## src/rtl/core/csx_pkg.sv

```systemverilog
`timescale 1ns / 1ps
// Shared types and constants for the column opaque span extractor.
// No dependencies; every other file imports this package.
package csx_pkg;

  // Field widths
  localparam int PixelW  = 32;
  localparam int RowW    = 10;
  localparam int LenW    = 11;
  localparam int CfgIdxW = 2;
  localparam int CfgW    = 11;

  // Height limits and reset values
  localparam logic [LenW-1:0] MaxHeight       = 11'd1024;
  localparam logic [CfgW-1:0] HeightResetVal  = 11'd64;
  localparam logic            WideResetVal    = 1'b0;
  localparam logic            HolesResetVal   = 1'b1;

  // Result queue
  localparam int QueueDepth = 4;

  // Configuration register indexes
  typedef enum logic [CfgIdxW-1:0] {
    REG_COLUMN_HEIGHT = 2'd0,
    REG_WIDE_PIXELS   = 2'd1,
    REG_HAS_HOLES     = 2'd2
  } cfg_reg_t;

  // One result word
  typedef struct packed {
    logic [RowW-1:0] top_row;
    logic [LenW-1:0] run_length;
    logic            column_end;
  } result_t;

  // Results produced by one pixel: count (0..2) and up to two words
  typedef struct packed {
    logic [1:0] n;
    result_t    slot0;
    result_t    slot1;
  } push_t;

endpackage

```

## src/rtl/core/csx_pixel_if.sv

```systemverilog
`timescale 1ns / 1ps
// Pixel input channel: valid/ready handshake with one 32-bit pixel word.
// Depends on csx_pkg.
interface csx_pixel_if import csx_pkg::*; ();
  logic              valid;
  logic              ready;
  logic [PixelW-1:0] pixel;

  modport source (output valid, output pixel, input ready);
  modport sink   (input valid, input pixel, output ready);
endinterface

```

## src/rtl/core/csx_span_if.sv

```systemverilog
`timescale 1ns / 1ps
// Span result channel: valid/ready handshake with top row, length and end flag.
// Depends on csx_pkg.
interface csx_span_if import csx_pkg::*; ();
  logic            valid;
  logic            ready;
  logic [RowW-1:0] top_row;
  logic [LenW-1:0] run_length;
  logic            column_end;

  modport source (output valid, output top_row, output run_length, output column_end,
                  input ready);
  modport sink   (input valid, input top_row, input run_length, input column_end,
                  output ready);
endinterface

```

## src/rtl/core/csx_cfg_if.sv

```systemverilog
`timescale 1ns / 1ps
// Configuration write channel: valid/ready handshake with register index and data.
// Depends on csx_pkg.
interface csx_cfg_if import csx_pkg::*; ();
  logic               valid;
  logic               ready;
  logic [CfgIdxW-1:0] index;
  logic [CfgW-1:0]    data;

  modport source (output valid, output index, output data, input ready);
  modport sink   (input valid, input index, input data, output ready);
endinterface

```

## src/rtl/core/csx_span_tracker.sv

```systemverilog
`timescale 1ns / 1ps
// Per-pixel run tracking: holds row/run state and forms up to two result words.
// Depends on csx_pkg.
module csx_span_tracker import csx_pkg::*; (
  input  logic              clk,
  input  logic              rst_n,
  input  logic              accept,
  input  logic [PixelW-1:0] pixel,
  input  logic [LenW-1:0]   height,
  input  logic              wide_pixels,
  input  logic              has_holes,
  output push_t             push
);

  logic [RowW-1:0] row_index_r, row_index_nxt;
  logic            in_run_r, in_run_nxt;
  logic [RowW-1:0] run_start_r, run_start_nxt;
  logic [LenW-1:0] run_count_r, run_count_nxt;

  logic            clear;
  logic            last;
  logic            run_in_nxt;
  logic [RowW-1:0] start_upd;
  logic [LenW-1:0] count_upd;
  logic            span_v;
  logic            term_v;
  result_t         span_w;
  result_t         term_w;

  always_comb begin
    // classify the pixel
    clear = wide_pixels ? (pixel[31:24] == 8'd0) : (pixel[7:0] == 8'd0);
    last  = ({1'b0, row_index_r} >= (height - 11'd1));

    // advance run state
    run_in_nxt = in_run_r;
    start_upd  = run_start_r;
    count_upd  = run_count_r;
    span_v     = 1'b0;
    span_w     = '0;
    if (clear) begin
      if (in_run_r && has_holes) begin
        span_v = 1'b1;
        span_w = '{top_row: run_start_r, run_length: run_count_r, column_end: 1'b0};
      end
      run_in_nxt = 1'b0;
    end else if (!in_run_r) begin
      run_in_nxt = 1'b1;
      start_upd  = row_index_r;
      count_upd  = 11'd1;
    end else begin
      count_upd = run_count_r + 11'd1;
    end

    // close the column on its last row
    term_v = last;
    term_w = '{top_row: '0, run_length: '0, column_end: 1'b1};
    if (last) begin
      if (has_holes) begin
        if (run_in_nxt) begin
          span_v = 1'b1;
          span_w = '{top_row: start_upd, run_length: count_upd, column_end: 1'b0};
        end
      end else begin
        span_v = 1'b1;
        span_w = '{top_row: '0, run_length: height, column_end: 1'b0};
      end
    end

    // pack results
    push.n     = {1'b0, span_v} + {1'b0, term_v};
    push.slot0 = span_v ? span_w : term_w;
    push.slot1 = term_w;
    if (!accept) push.n = 2'd0;

    // next state
    if (last) begin
      row_index_nxt = '0;
      in_run_nxt    = 1'b0;
      run_start_nxt = '0;
      run_count_nxt = '0;
    end else begin
      row_index_nxt = row_index_r + 10'd1;
      in_run_nxt    = run_in_nxt;
      run_start_nxt = start_upd;
      run_count_nxt = count_upd;
    end
  end

  // hold state between pixels
  always_ff @(posedge clk) begin
    if (!rst_n) begin
      row_index_r <= '0;
      in_run_r    <= 1'b0;
      run_start_r <= '0;
      run_count_r <= '0;
    end else if (accept) begin
      row_index_r <= row_index_nxt;
      in_run_r    <= in_run_nxt;
      run_start_r <= run_start_nxt;
      run_count_r <= run_count_nxt;
    end
  end

endmodule

```

## src/rtl/core/csx_result_queue.sv

```systemverilog
`timescale 1ns / 1ps
// Small result queue: takes up to two words per cycle, hands out one per cycle while out_res.ready is high.
// Depends on csx_pkg.
module csx_result_queue import csx_pkg::*; #(
  parameter int DEPTH = QueueDepth
) (
  input  logic    clk,
  input  logic    rst_n,
  input  push_t   push,
  output logic    room,
  csx_span_if.source out_res
);

  localparam int PtrW = $clog2(DEPTH);
  localparam int CntW = $clog2(DEPTH + 1);

  result_t mem_r [DEPTH];
  logic [PtrW-1:0] wr_ptr_r, wr_ptr_nxt;
  logic [PtrW-1:0] rd_ptr_r, rd_ptr_nxt;
  logic [CntW-1:0] count_r, count_nxt;
  logic            pop;
  logic [PtrW-1:0] wr_ptr_p1;

  assign pop       = out_res.valid && out_res.ready;
  assign wr_ptr_p1 = wr_ptr_r + PtrW'(1);

  // room for a full pair of words
  assign room = (count_r <= CntW'(DEPTH - 2));

  always_comb begin
    wr_ptr_nxt = wr_ptr_r + PtrW'(push.n);
    rd_ptr_nxt = pop ? rd_ptr_r + PtrW'(1) : rd_ptr_r;
    count_nxt  = count_r + CntW'(push.n) - CntW'(pop);
  end

  // store pushed words
  always_ff @(posedge clk) begin
    if (push.n != 2'd0) mem_r[wr_ptr_r] <= push.slot0;
    if (push.n == 2'd2) mem_r[wr_ptr_p1] <= push.slot1;
  end

  // advance pointers
  always_ff @(posedge clk) begin
    if (!rst_n) begin
      wr_ptr_r <= '0;
      rd_ptr_r <= '0;
      count_r  <= '0;
    end else begin
      wr_ptr_r <= wr_ptr_nxt;
      rd_ptr_r <= rd_ptr_nxt;
      count_r  <= count_nxt;
    end
  end

  assign out_res.valid      = (count_r != '0);
  assign out_res.top_row    = mem_r[rd_ptr_r].top_row;
  assign out_res.run_length = mem_r[rd_ptr_r].run_length;
  assign out_res.column_end = mem_r[rd_ptr_r].column_end;

endmodule

```

## src/rtl/core/column_opaque_span_extractor_core.sv

```systemverilog
`timescale 1ns / 1ps
// Column opaque span extractor, top level.
// A pixel's results are in the result queue from the cycle after it is taken.
// Throughput: one pixel per cycle while the queue has room. A column of height H yields at most
// (H+1)/2+1 words, so the single-word output port keeps up except on single-row columns, two words a pixel.
// Reset (rst_n, synchronous): clears row/run state, empties the queue, restores registers.
module column_opaque_span_extractor_core import csx_pkg::*; #(
  parameter int QUEUE_DEPTH = QueueDepth
) (
  input  logic       clk,
  input  logic       rst_n,
  csx_pixel_if.sink  in_px,
  csx_span_if.source out_res,
  csx_cfg_if.sink    cfg_wr
);

  logic [CfgW-1:0] column_height_r;
  logic            wide_pixels_r;
  logic            has_holes_r;
  logic [LenW-1:0] height;
  logic            room;
  logic            accept;
  push_t           push;

  // configuration registers
  assign cfg_wr.ready = 1'b1;

  always_ff @(posedge clk) begin
    if (!rst_n) begin
      column_height_r <= HeightResetVal;
      wide_pixels_r   <= WideResetVal;
      has_holes_r     <= HolesResetVal;
    end else if (cfg_wr.valid) begin
      case (cfg_wr.index)
        REG_COLUMN_HEIGHT: column_height_r <= cfg_wr.data;
        REG_WIDE_PIXELS:   wide_pixels_r   <= cfg_wr.data[0];
        REG_HAS_HOLES:     has_holes_r     <= cfg_wr.data[0];
        default: ;
      endcase
    end
  end

  // clamp height into 1..MaxHeight
  always_comb begin
    if (column_height_r == '0)          height = 11'd1;
    else if (column_height_r > MaxHeight) height = MaxHeight;
    else                                height = column_height_r;
  end

  assign in_px.ready = room;
  assign accept      = in_px.valid && room;

  csx_span_tracker u_tracker (
    .clk         (clk),
    .rst_n       (rst_n),
    .accept      (accept),
    .pixel       (in_px.pixel),
    .height      (height),
    .wide_pixels (wide_pixels_r),
    .has_holes   (has_holes_r),
    .push        (push)
  );

  csx_result_queue #(
    .DEPTH (QUEUE_DEPTH)
  ) u_queue (
    .clk     (clk),
    .rst_n   (rst_n),
    .push    (push),
    .room    (room),
    .out_res (out_res)
  );

endmodule

```

## src/flat_wrapper.sv

```systemverilog
// flat-port wrapper written by rule: the top's interface ports become plain ports
module column_opaque_span_extractor_core_flat import csx_pkg::*;
#(
  parameter int QUEUE_DEPTH = QueueDepth
)
  (clk, rst_n, in_px_valid, in_px_pixel, in_px_ready, out_res_valid, out_res_top_row, out_res_run_length, out_res_column_end, out_res_ready, cfg_wr_valid, cfg_wr_index, cfg_wr_data, cfg_wr_ready);
  csx_pixel_if in_px_i ();
  csx_span_if out_res_i ();
  csx_cfg_if cfg_wr_i ();
  input  logic clk;
  input  logic rst_n;
  input wire logic [$bits(in_px_i.valid)-1:0] in_px_valid;
  input wire logic [$bits(in_px_i.pixel)-1:0] in_px_pixel;
  output wire logic [$bits(in_px_i.ready)-1:0] in_px_ready;
  output wire logic [$bits(out_res_i.valid)-1:0] out_res_valid;
  output wire logic [$bits(out_res_i.top_row)-1:0] out_res_top_row;
  output wire logic [$bits(out_res_i.run_length)-1:0] out_res_run_length;
  output wire logic [$bits(out_res_i.column_end)-1:0] out_res_column_end;
  input wire logic [$bits(out_res_i.ready)-1:0] out_res_ready;
  input wire logic [$bits(cfg_wr_i.valid)-1:0] cfg_wr_valid;
  input wire logic [$bits(cfg_wr_i.index)-1:0] cfg_wr_index;
  input wire logic [$bits(cfg_wr_i.data)-1:0] cfg_wr_data;
  output wire logic [$bits(cfg_wr_i.ready)-1:0] cfg_wr_ready;
  assign in_px_i.valid = in_px_valid;
  assign in_px_i.pixel = in_px_pixel;
  assign in_px_ready = in_px_i.ready;
  assign out_res_valid = out_res_i.valid;
  assign out_res_top_row = out_res_i.top_row;
  assign out_res_run_length = out_res_i.run_length;
  assign out_res_column_end = out_res_i.column_end;
  assign out_res_i.ready = out_res_ready;
  assign cfg_wr_i.valid = cfg_wr_valid;
  assign cfg_wr_i.index = cfg_wr_index;
  assign cfg_wr_i.data = cfg_wr_data;
  assign cfg_wr_ready = cfg_wr_i.ready;
  column_opaque_span_extractor_core #(.QUEUE_DEPTH(QUEUE_DEPTH)) u_core (.clk(clk), .rst_n(rst_n), .in_px(in_px_i), .out_res(out_res_i), .cfg_wr(cfg_wr_i));
endmodule
```

## config.mk

```make
export PLATFORM = sky130hd
export DESIGN_NAME = column_opaque_span_extractor_core_flat
export DESIGN_NICKNAME = d
export VERILOG_FILES = /design/src/rtl/core/csx_pkg.sv /design/src/rtl/core/csx_pixel_if.sv /design/src/rtl/core/csx_span_if.sv /design/src/rtl/core/csx_cfg_if.sv /design/src/rtl/core/csx_span_tracker.sv /design/src/rtl/core/csx_result_queue.sv /design/src/rtl/core/column_opaque_span_extractor_core.sv /design/src/flat_wrapper.sv
export SDC_FILE = /design/constraint.sdc
export NUM_CORES = 1
export LEC_CHECK = 0
export ABC_AREA = 1
export BUFFER_PORTS_ARGS = -buffer_cell sky130_fd_sc_hd__buf_2
export CAP_MARGIN = 40
export CORE_ASPECT_RATIO = 0.9
export CORE_MARGIN = 1.5
export CORE_UTILIZATION = 40
export DETAILED_ROUTE_END_ITERATION = 8
export PLACE_DENSITY = 0.57
export SLEW_MARGIN = 10
export SYNTH_ARGS = -nofsm -noshare
export SYNTH_HDL_FRONTEND = slang
export SYNTH_SLANG_ARGS = --single-unit
```

## constraint.sdc

```tcl
create_clock -name clk -period 4.97 [get_ports clk]
set_input_delay 0.2485 -clock clk [delete_from_list [all_inputs] [get_ports clk]]
set_output_delay 0.2485 -clock clk [all_outputs]
set_load 0.05 [all_outputs]
```

After elaboration in Yosys (flattened, before gate mapping)
Memory sizes are Yosys's and may differ from the RTL's. A register that Yosys moved wholly into a read port is not among the register bits.
Cells that the tools add are included.
- $add $sub $neg: 9
- magnitude comparators: 3
- equality and inequality tests: 3
- mux-type cells: 30
- reductions and logical operators: 12
- operator list (cell ; number):
    2-to-1 mux 22 bit ; 6
    2-to-1 mux 11 bit ; 5
    2-to-1 mux 10 bit ; 4
    logical NOT 8 bit ; 2
    2-to-1 mux 1 bit ; 12
    adder 11 x 1 -> 11 bit (second input constant) ; 1
    greater-or-equal comparator 10 x 11 -> 1 bit ; 1
    greater-than comparator 11 bit (second input constant) ; 1
    logical NOT 11 bit ; 1
    subtractor 11 x 1 -> 11 bit (second input constant) ; 1
    adder 10 x 1 -> 10 bit (second input constant) ; 1
    2-to-1 mux 2 bit ; 3
    AND reduction 2 bit ; 3
    adder 2 x 1 -> 2 bit (second input constant) ; 2
    == test 2 bit (second input constant) ; 2
    adder 3 x 2 -> 3 bit ; 1
    less-or-equal comparator 3 x 2 -> 1 bit (second input constant) ; 1
    logical AND 1 bit ; 3
    nonzero test 3 bit ; 1
    subtractor 3 x 1 -> 3 bit ; 1
    adder 1 x 1 -> 2 bit ; 1
    adder 2 bit ; 1
    == test 2 x 1 -> 1 bit (second input constant) ; 1
    logical NOT 2 bit ; 1
    nonzero test 2 bit ; 1
- register bits after elaboration: 52
- RAM bits: 88
- bits of input ports: 50
- output and inout port bits: 25
- word-level logic and storage cells: 68
- memories: 1
- memory list (memory ; depth ; bits a word ; read ports ; clocked after Yosys merged registers in ; write ports ; RTL line ; source):
    u_core.u_queue.mem_r ; 4 ; 22 ; 1 ; 1 ; 2 ; csx_result_queue.sv:17 ; result_t mem_r [DEPTH];

Logic depth before layout (Yosys ltp)
- word-level depth: 11
- depth in mapped cells: 27
- mapped depth without buffers: 26

Modules after synthesis
A second synthesis with hierarchy kept.
- cell total of the unflattened synthesis: 1211
- area, all modules: 9225.1 sq um
- modules (own cells, without submodules) (module ; times used ; cells each ; area each (sq um) ; seq. area each (sq um)):
    csx_result_queue ; 1 ; 493 ; 5004.8 ; 2822.7
    csx_span_tracker ; 1 ; 622 ; 3494.6 ; 640.6
    column_opaque_span_extractor_core ; 1 ; 96 ; 725.7 ; 260.2

Least setup slack after synthesis
Ideal clock, no wire load.
- path kind: register -> register
- start: register u_core.column_height_r[2]
- end: register u_core.u_queue.count_r[2]
- setup time: 0.128 ns
- data arrival time: 3.794 ns
- required time: 4.842 ns
- path slack: 1.048 ns
- stages on the path, launching flop included: 27
- path buffers: 1
- path through: dfxtp_1 -> nor2_1 -> nand3_1 -> nor3_1 -> o21ai_0 -> ha_1 -> nand2_1 -> nor2_1 -> xor2_1 -> ha_1 -> nand2_1 -> nor2_1 -> nand2_1 -> nand2_1 -> nand2_1 -> nand3_1 -> nand2_1 -> nand2_1 -> nand3_2 -> buf_6 -> nor2_8 -> nand2_1 -> ha_1 -> fa_1 -> xor2_1 -> inv_1 -> nor2_1
- cells in the longest elaborated chain, start to end: 10
- elaborated cells between the ends (all ways): 11
- those cells by class: add/sub (4); order compare (2); mux (4); reduce/logical (1)
- RTL lines (element ; RTL line ; source):
    start: declaration ; column_opaque_span_extractor_core.sv:17 ; logic [CfgW-1:0] column_height_r;
    start signal: assignment ; column_opaque_span_extractor_core.sv:30 ; column_height_r <= HeightResetVal;
    start signal: assignment ; column_opaque_span_extractor_core.sv:35 ; REG_COLUMN_HEIGHT: column_height_r <= cfg_wr.data;
    greater-than comparator 11 bit ; column_opaque_span_extractor_core.sv:46 ; else if (column_height_r > MaxHeight) height = MaxHeight;
    2-to-1 mux 11 bit ; column_opaque_span_extractor_core.sv:46 ;
    2-to-1 mux 11 bit (*) ; column_opaque_span_extractor_core.sv:45 ; if (column_height_r == '0) height = 11'd1;
    subtractor 11 x 1 -> 11 bit (*) ; csx_span_tracker.sv:33 ; last = ({1'b0, row_index_r} >= (height - 11'd1));
    greater-or-equal comparator 10 x 11 -> 1 bit (*) ; csx_span_tracker.sv:33 ;
    2-to-1 mux 1 bit ; csx_span_tracker.sv:58 ; if (last) begin
    adder 1 x 1 -> 2 bit (*) ; csx_span_tracker.sv:71 ; push.n = {1'b0, span_v} + {1'b0, term_v};
    2-to-1 mux 2 bit (*) ; csx_span_tracker.sv:74 ; if (!accept) push.n = 2'd0;
    adder 3 x 2 -> 3 bit (*) ; csx_result_queue.sv:33 ; count_nxt = count_r + CntW'(push.n) - CntW'(pop);
    subtractor 3 x 1 -> 3 bit (*) ; csx_result_queue.sv:33 ;
    end signal: assignment ; csx_result_queue.sv:51 ; count_r <= count_nxt;
    end: declaration ; csx_result_queue.sv:20 ; logic [CntW-1:0] count_r, count_nxt;
Mark *: on every way between the ends. The rest lies on a longest branch, timed or not.
A chain may end at the register's enable or synchronous reset.

Worst setup path after layout
Same ends and word-level chain as after synthesis.

==> out/qor.yml <==
end_kind: "flip-flop"
finalWeightedCongestion: 0.835
power.share.combinational: 0.322
final_min_period_over_clock_period: 0.886
min_path_type: "input pin to flip-flop"
clock_tree.buffer_depth: 2
share_seq_of_total_power: 0.339
seq_area_frac_synth: 0.339
die_h_um: 140
routed_wirelength_um: 23100
crit_path_frequent_cell: "sky130_fd_sc_hd__nand2_1"
final-setup-viol-count: 0
postSynthRegisterBits: 142
min_clock_period_post_route_ns: 4.40
crit_path_start_kind: "flip-flop"
aggregate_negative_setup_slack_ns: 0
cts.reportedPaths.clkPinSlew_ns: 0.07
synthesis.area_per_instance_um2: 6.06
drt-wirelength-per-cell_um: 13.5
post_synthesis_instance_area_mm2: 0.00839
power_report.internal_total_w: 0.00228
initial_utilization: 0.405
remaining_drc_errors: 0
crit_buf_inv: 4
post_cts_buffers: 0
num_io_pins: 75
drtPass1Iterations: 5
cts_num_sinks: 142
row_count: 50
hold_viol: 0
syn_inst: 1384
drt_first_iter_violations: 555
globalRoute.totalOverflow: 0
ctsHtreeMaxLevel: 4
route.detailed.vias_per_inst: 4.79
largest_net_degree_at_the_start_of_global_routing: 61
nNetsFinal: 1474
initial_antenna_violation_count: 0
grt_pass1_wl_um: 38200
worst_path_max_delay_cell: "sky130_fd_sc_hd__fa_1"
outcome: "complete, no violations"
port_buffers: 57
tritoncts: "built"
syn_to_final_growth_pct: 12.4
netSwitchingPower_w: 0.00155
final-max-slew-violation-count: 0
via_count: 8163
timing.final.ws_setup_ns: 0.569
antenna_cells: 0
numCtsBuffers: 17
grt_setup_unrepaired: "no"
final_antenna_net_count: 0
critical_path.max_fanout: 21
slowest_delay_ns: 0.37
timing.setup.critical_path_class: "flip-flop to flip-flop"
post_cts_hold_buffer_count: 0
fp.dieW_um: 156
power.density_cell_area_mw_per_mm2: 406
mappedNetlistNets: 1452
finalNonFillerCells: 1705
clock_tree_root: "sky130_fd_sc_hd__clkbuf_16"
tightestPinTransition_ns: 0.816
core_occupancy_in_the_finished_layout: 0.455
p_sw_frac: 0.404
place_worst_setup_slack_ns: 0.396
placedCellCount: 1673
slew-limit-headroom: 0.455
first_global_vias: 7566
drive_above_1_share: 0.0930
timing.critical_path.max_delay_family: "simple AND/OR/NAND/NOR gates"
fp.dieArea_mm2: 0.0219
worst_ir_drop_vdd_v: 0.000281
timing.fmax_mhz: 227
synth_warnings: 0
worst_ep_arrival_time_ns: 4.71
cap_violations: 0
worst_clock_skew_ns: 0.00961
required_ns: 5.28
clock_power_share: 0.339
track_usage: 0.218
detailed_place_hpwl_um: 14900
p_leak_nw: 5.48
worstSkewPairLatency_ns: 0.43
standard_cell_core_area_mm2: 0.0207
synth_cell_type_count: 38
cts.repair.resized: 0
## logic make-up after synthesis
group | synth area share
AOI/OAI and AO/OA | 0.119
adders and majority gates | 0.0277
xor gates and xnor gates | 0.0167
other | 0.000447
and+or+nand+nor | 0.376
buffers and inverters | 0.121
DFF | 0.339
## path summary, 6_finish.rpt
kind / cells after the start / start / to / slack (ns)
setup / recovery: 28 / u_core.column_height_r[2]$_SDFFE_PN0P_ / u_core.u_queue.count_r[2]$_SDFF_PN0_ / 0.57
hold / removal: 3 / cfg_wr_data[6] / u_core.column_height_r[6]$_SDFFE_PN1P_ / 0.03
setup reg to reg: 28 / u_core.column_height_r[2]$_SDFFE_PN0P_ / u_core.u_queue.count_r[2]$_SDFF_PN0_ / 0.57
hold reg to reg: 2 / u_core.u_queue.mem_r[2][0]$_SDFFE_PP1P_ / u_core.u_queue.mem_r[2][0]$_SDFFE_PP1P_ / 0.46
## synthesized netlist by cell type (all sizes together)
| cell | n | area share |
|---|---|---|
| a21o | 1 | 0.00089 |
| a21oi | 97 | 0.058 |
| a311oi | 1 | 0.0010 |
| a31o | 1 | 0.0010 |
| a31oi | 1 | 0.00075 |
| buf | 37 | 0.028 |
| clkbuf | 37 | 0.017 |
| clkinv | 1 | 0.00045 |
| conb | 1 | 0.00045 |
| dfxtp | 142 | 0.34 |
| fa | 1 | 0.0024 |
| ha | 17 | 0.025 |
| inv | 171 | 0.076 |
| nand2 | 406 | 0.18 |
| nand3 | 114 | 0.073 |
| nand3b | 3 | 0.0027 |
| nand4 | 9 | 0.0067 |
| nor2 | 225 | 0.10 |
| nor3 | 7 | 0.0042 |
| nor3b | 3 | 0.0027 |
| o2111ai | 1 | 0.0010 |
| o21a | 2 | 0.0018 |
| o21ai | 83 | 0.051 |
| o21bai | 2 | 0.0018 |
| o22ai | 1 | 0.00075 |
| o41ai | 1 | 0.0010 |
| or2 | 3 | 0.0022 |
| xnor2 | 5 | 0.0052 |
| xor2 | 11 | 0.011 |
## power groups by stage
stage	Sequential, W	Clock, W	Combinational [W]
floorplan	0.00131	0	0.000956
global placement	0.00132	0	0.00123
detailed placement	0.00132	0	0.00124
CTS	0.00130	0.00133	0.00125
global route	0.00131	0.00137	0.00136
finish	0.00130	0.00130	0.00124
## worst register-to-register path, delay by kind of cell (launching register included)
family | cells | cell delay (ns)
buffers and inverters | 4 | 0.55
XOR/XNOR | 2 | 0.31
AND/OR/NAND/NOR | 15 | 1.40
flip-flops | 1 | 0.35
AO/OA/AOI/OAI | 3 | 0.59
adder cells (fa/ha/maj) | 4 | 1.09
## stage by stage
stage,total power (W),area (um2),hold slack [ns]
after floorplan,0.00227,8390,0.364
after global placement,0.00255,8800,0.436
after detailed placement,0.00256,8830,0.446
after CTS,0.00387,9420,0.0125
after global routing,0.00404,9430,0.0331
final,0.00383,9430,0.0283
## sequential cells by signal, summed over array words and instances, names as in the netlist, named ones only
register / cells
u_core.u_tracker.row_index_r: 10
u_core.u_queue.rd_ptr_r: 2
u_core.u_tracker.run_start_r: 10
u_core.u_queue.mem_r: 88
u_core.u_tracker.run_count_r: 11
u_core.wide_pixels_r: 1
u_core.u_queue.wr_ptr_r: 2
u_core.u_queue.count_r: 3
u_core.u_tracker.in_run_r: 1
u_core.has_holes_r: 1
u_core.column_height_r: 11
## placed cells by master (no fill, tap or decap), types with 2 or more instances in the layout
cell type and count:
sky130_fd_sc_hd__xor2_1 11, sky130_fd_sc_hd__nand4_1 9, sky130_fd_sc_hd__o21bai_1 2, sky130_fd_sc_hd__buf_4 18, sky130_fd_sc_hd__inv_1 163, sky130_fd_sc_hd__clkinvlp_4 3
sky130_fd_sc_hd__nor2_1 224, sky130_fd_sc_hd__o21ai_0 80, sky130_fd_sc_hd__clkbuf_16 17, sky130_fd_sc_hd__nand3_2 8, sky130_fd_sc_hd__nand3b_1 3, sky130_fd_sc_hd__a21oi_1 97
sky130_fd_sc_hd__o21ai_1 2, sky130_fd_sc_hd__inv_2 7, sky130_fd_sc_hd__nand3_1 105, sky130_fd_sc_hd__nor3_1 7, sky130_fd_sc_hd__or2_2 3, sky130_fd_sc_hd__inv_8 2
sky130_fd_sc_hd__nor3b_1 3, sky130_fd_sc_hd__ha_1 17, sky130_fd_sc_hd__buf_2 57, sky130_fd_sc_hd__nand2_1 405, sky130_fd_sc_hd__xnor2_1 5, sky130_fd_sc_hd__dfxtp_1 142
sky130_fd_sc_hd__o21a_1 2, sky130_fd_sc_hd__clkinv_1 2, sky130_fd_sc_hd__inv_6 5
## final cells by class
class | instances | area [um2]
Clock inverter | 14 | 149
Inverter | 172 | 646
Fill cell | 2239 | 11300
Timing Repair Buffer | 77 | 455
Multi-Input combinational cell | 996 | 4540
Sequential cell | 142 | 2840
Tap cell | 286 | 358
Clock buffer | 18 | 439
## metal layers
layer / GRT usage / routed length, um / up-vias
li1: - / - / 4353
met1: 0.296 / 11600 / 3667
met2: 0.362 / 10500 / 122
met3: 0.0306 / 727 / 21
met4: 0.0591 / 250 / 0
met5: 0 / 0 / -
(Power assumes the default switching activity.)
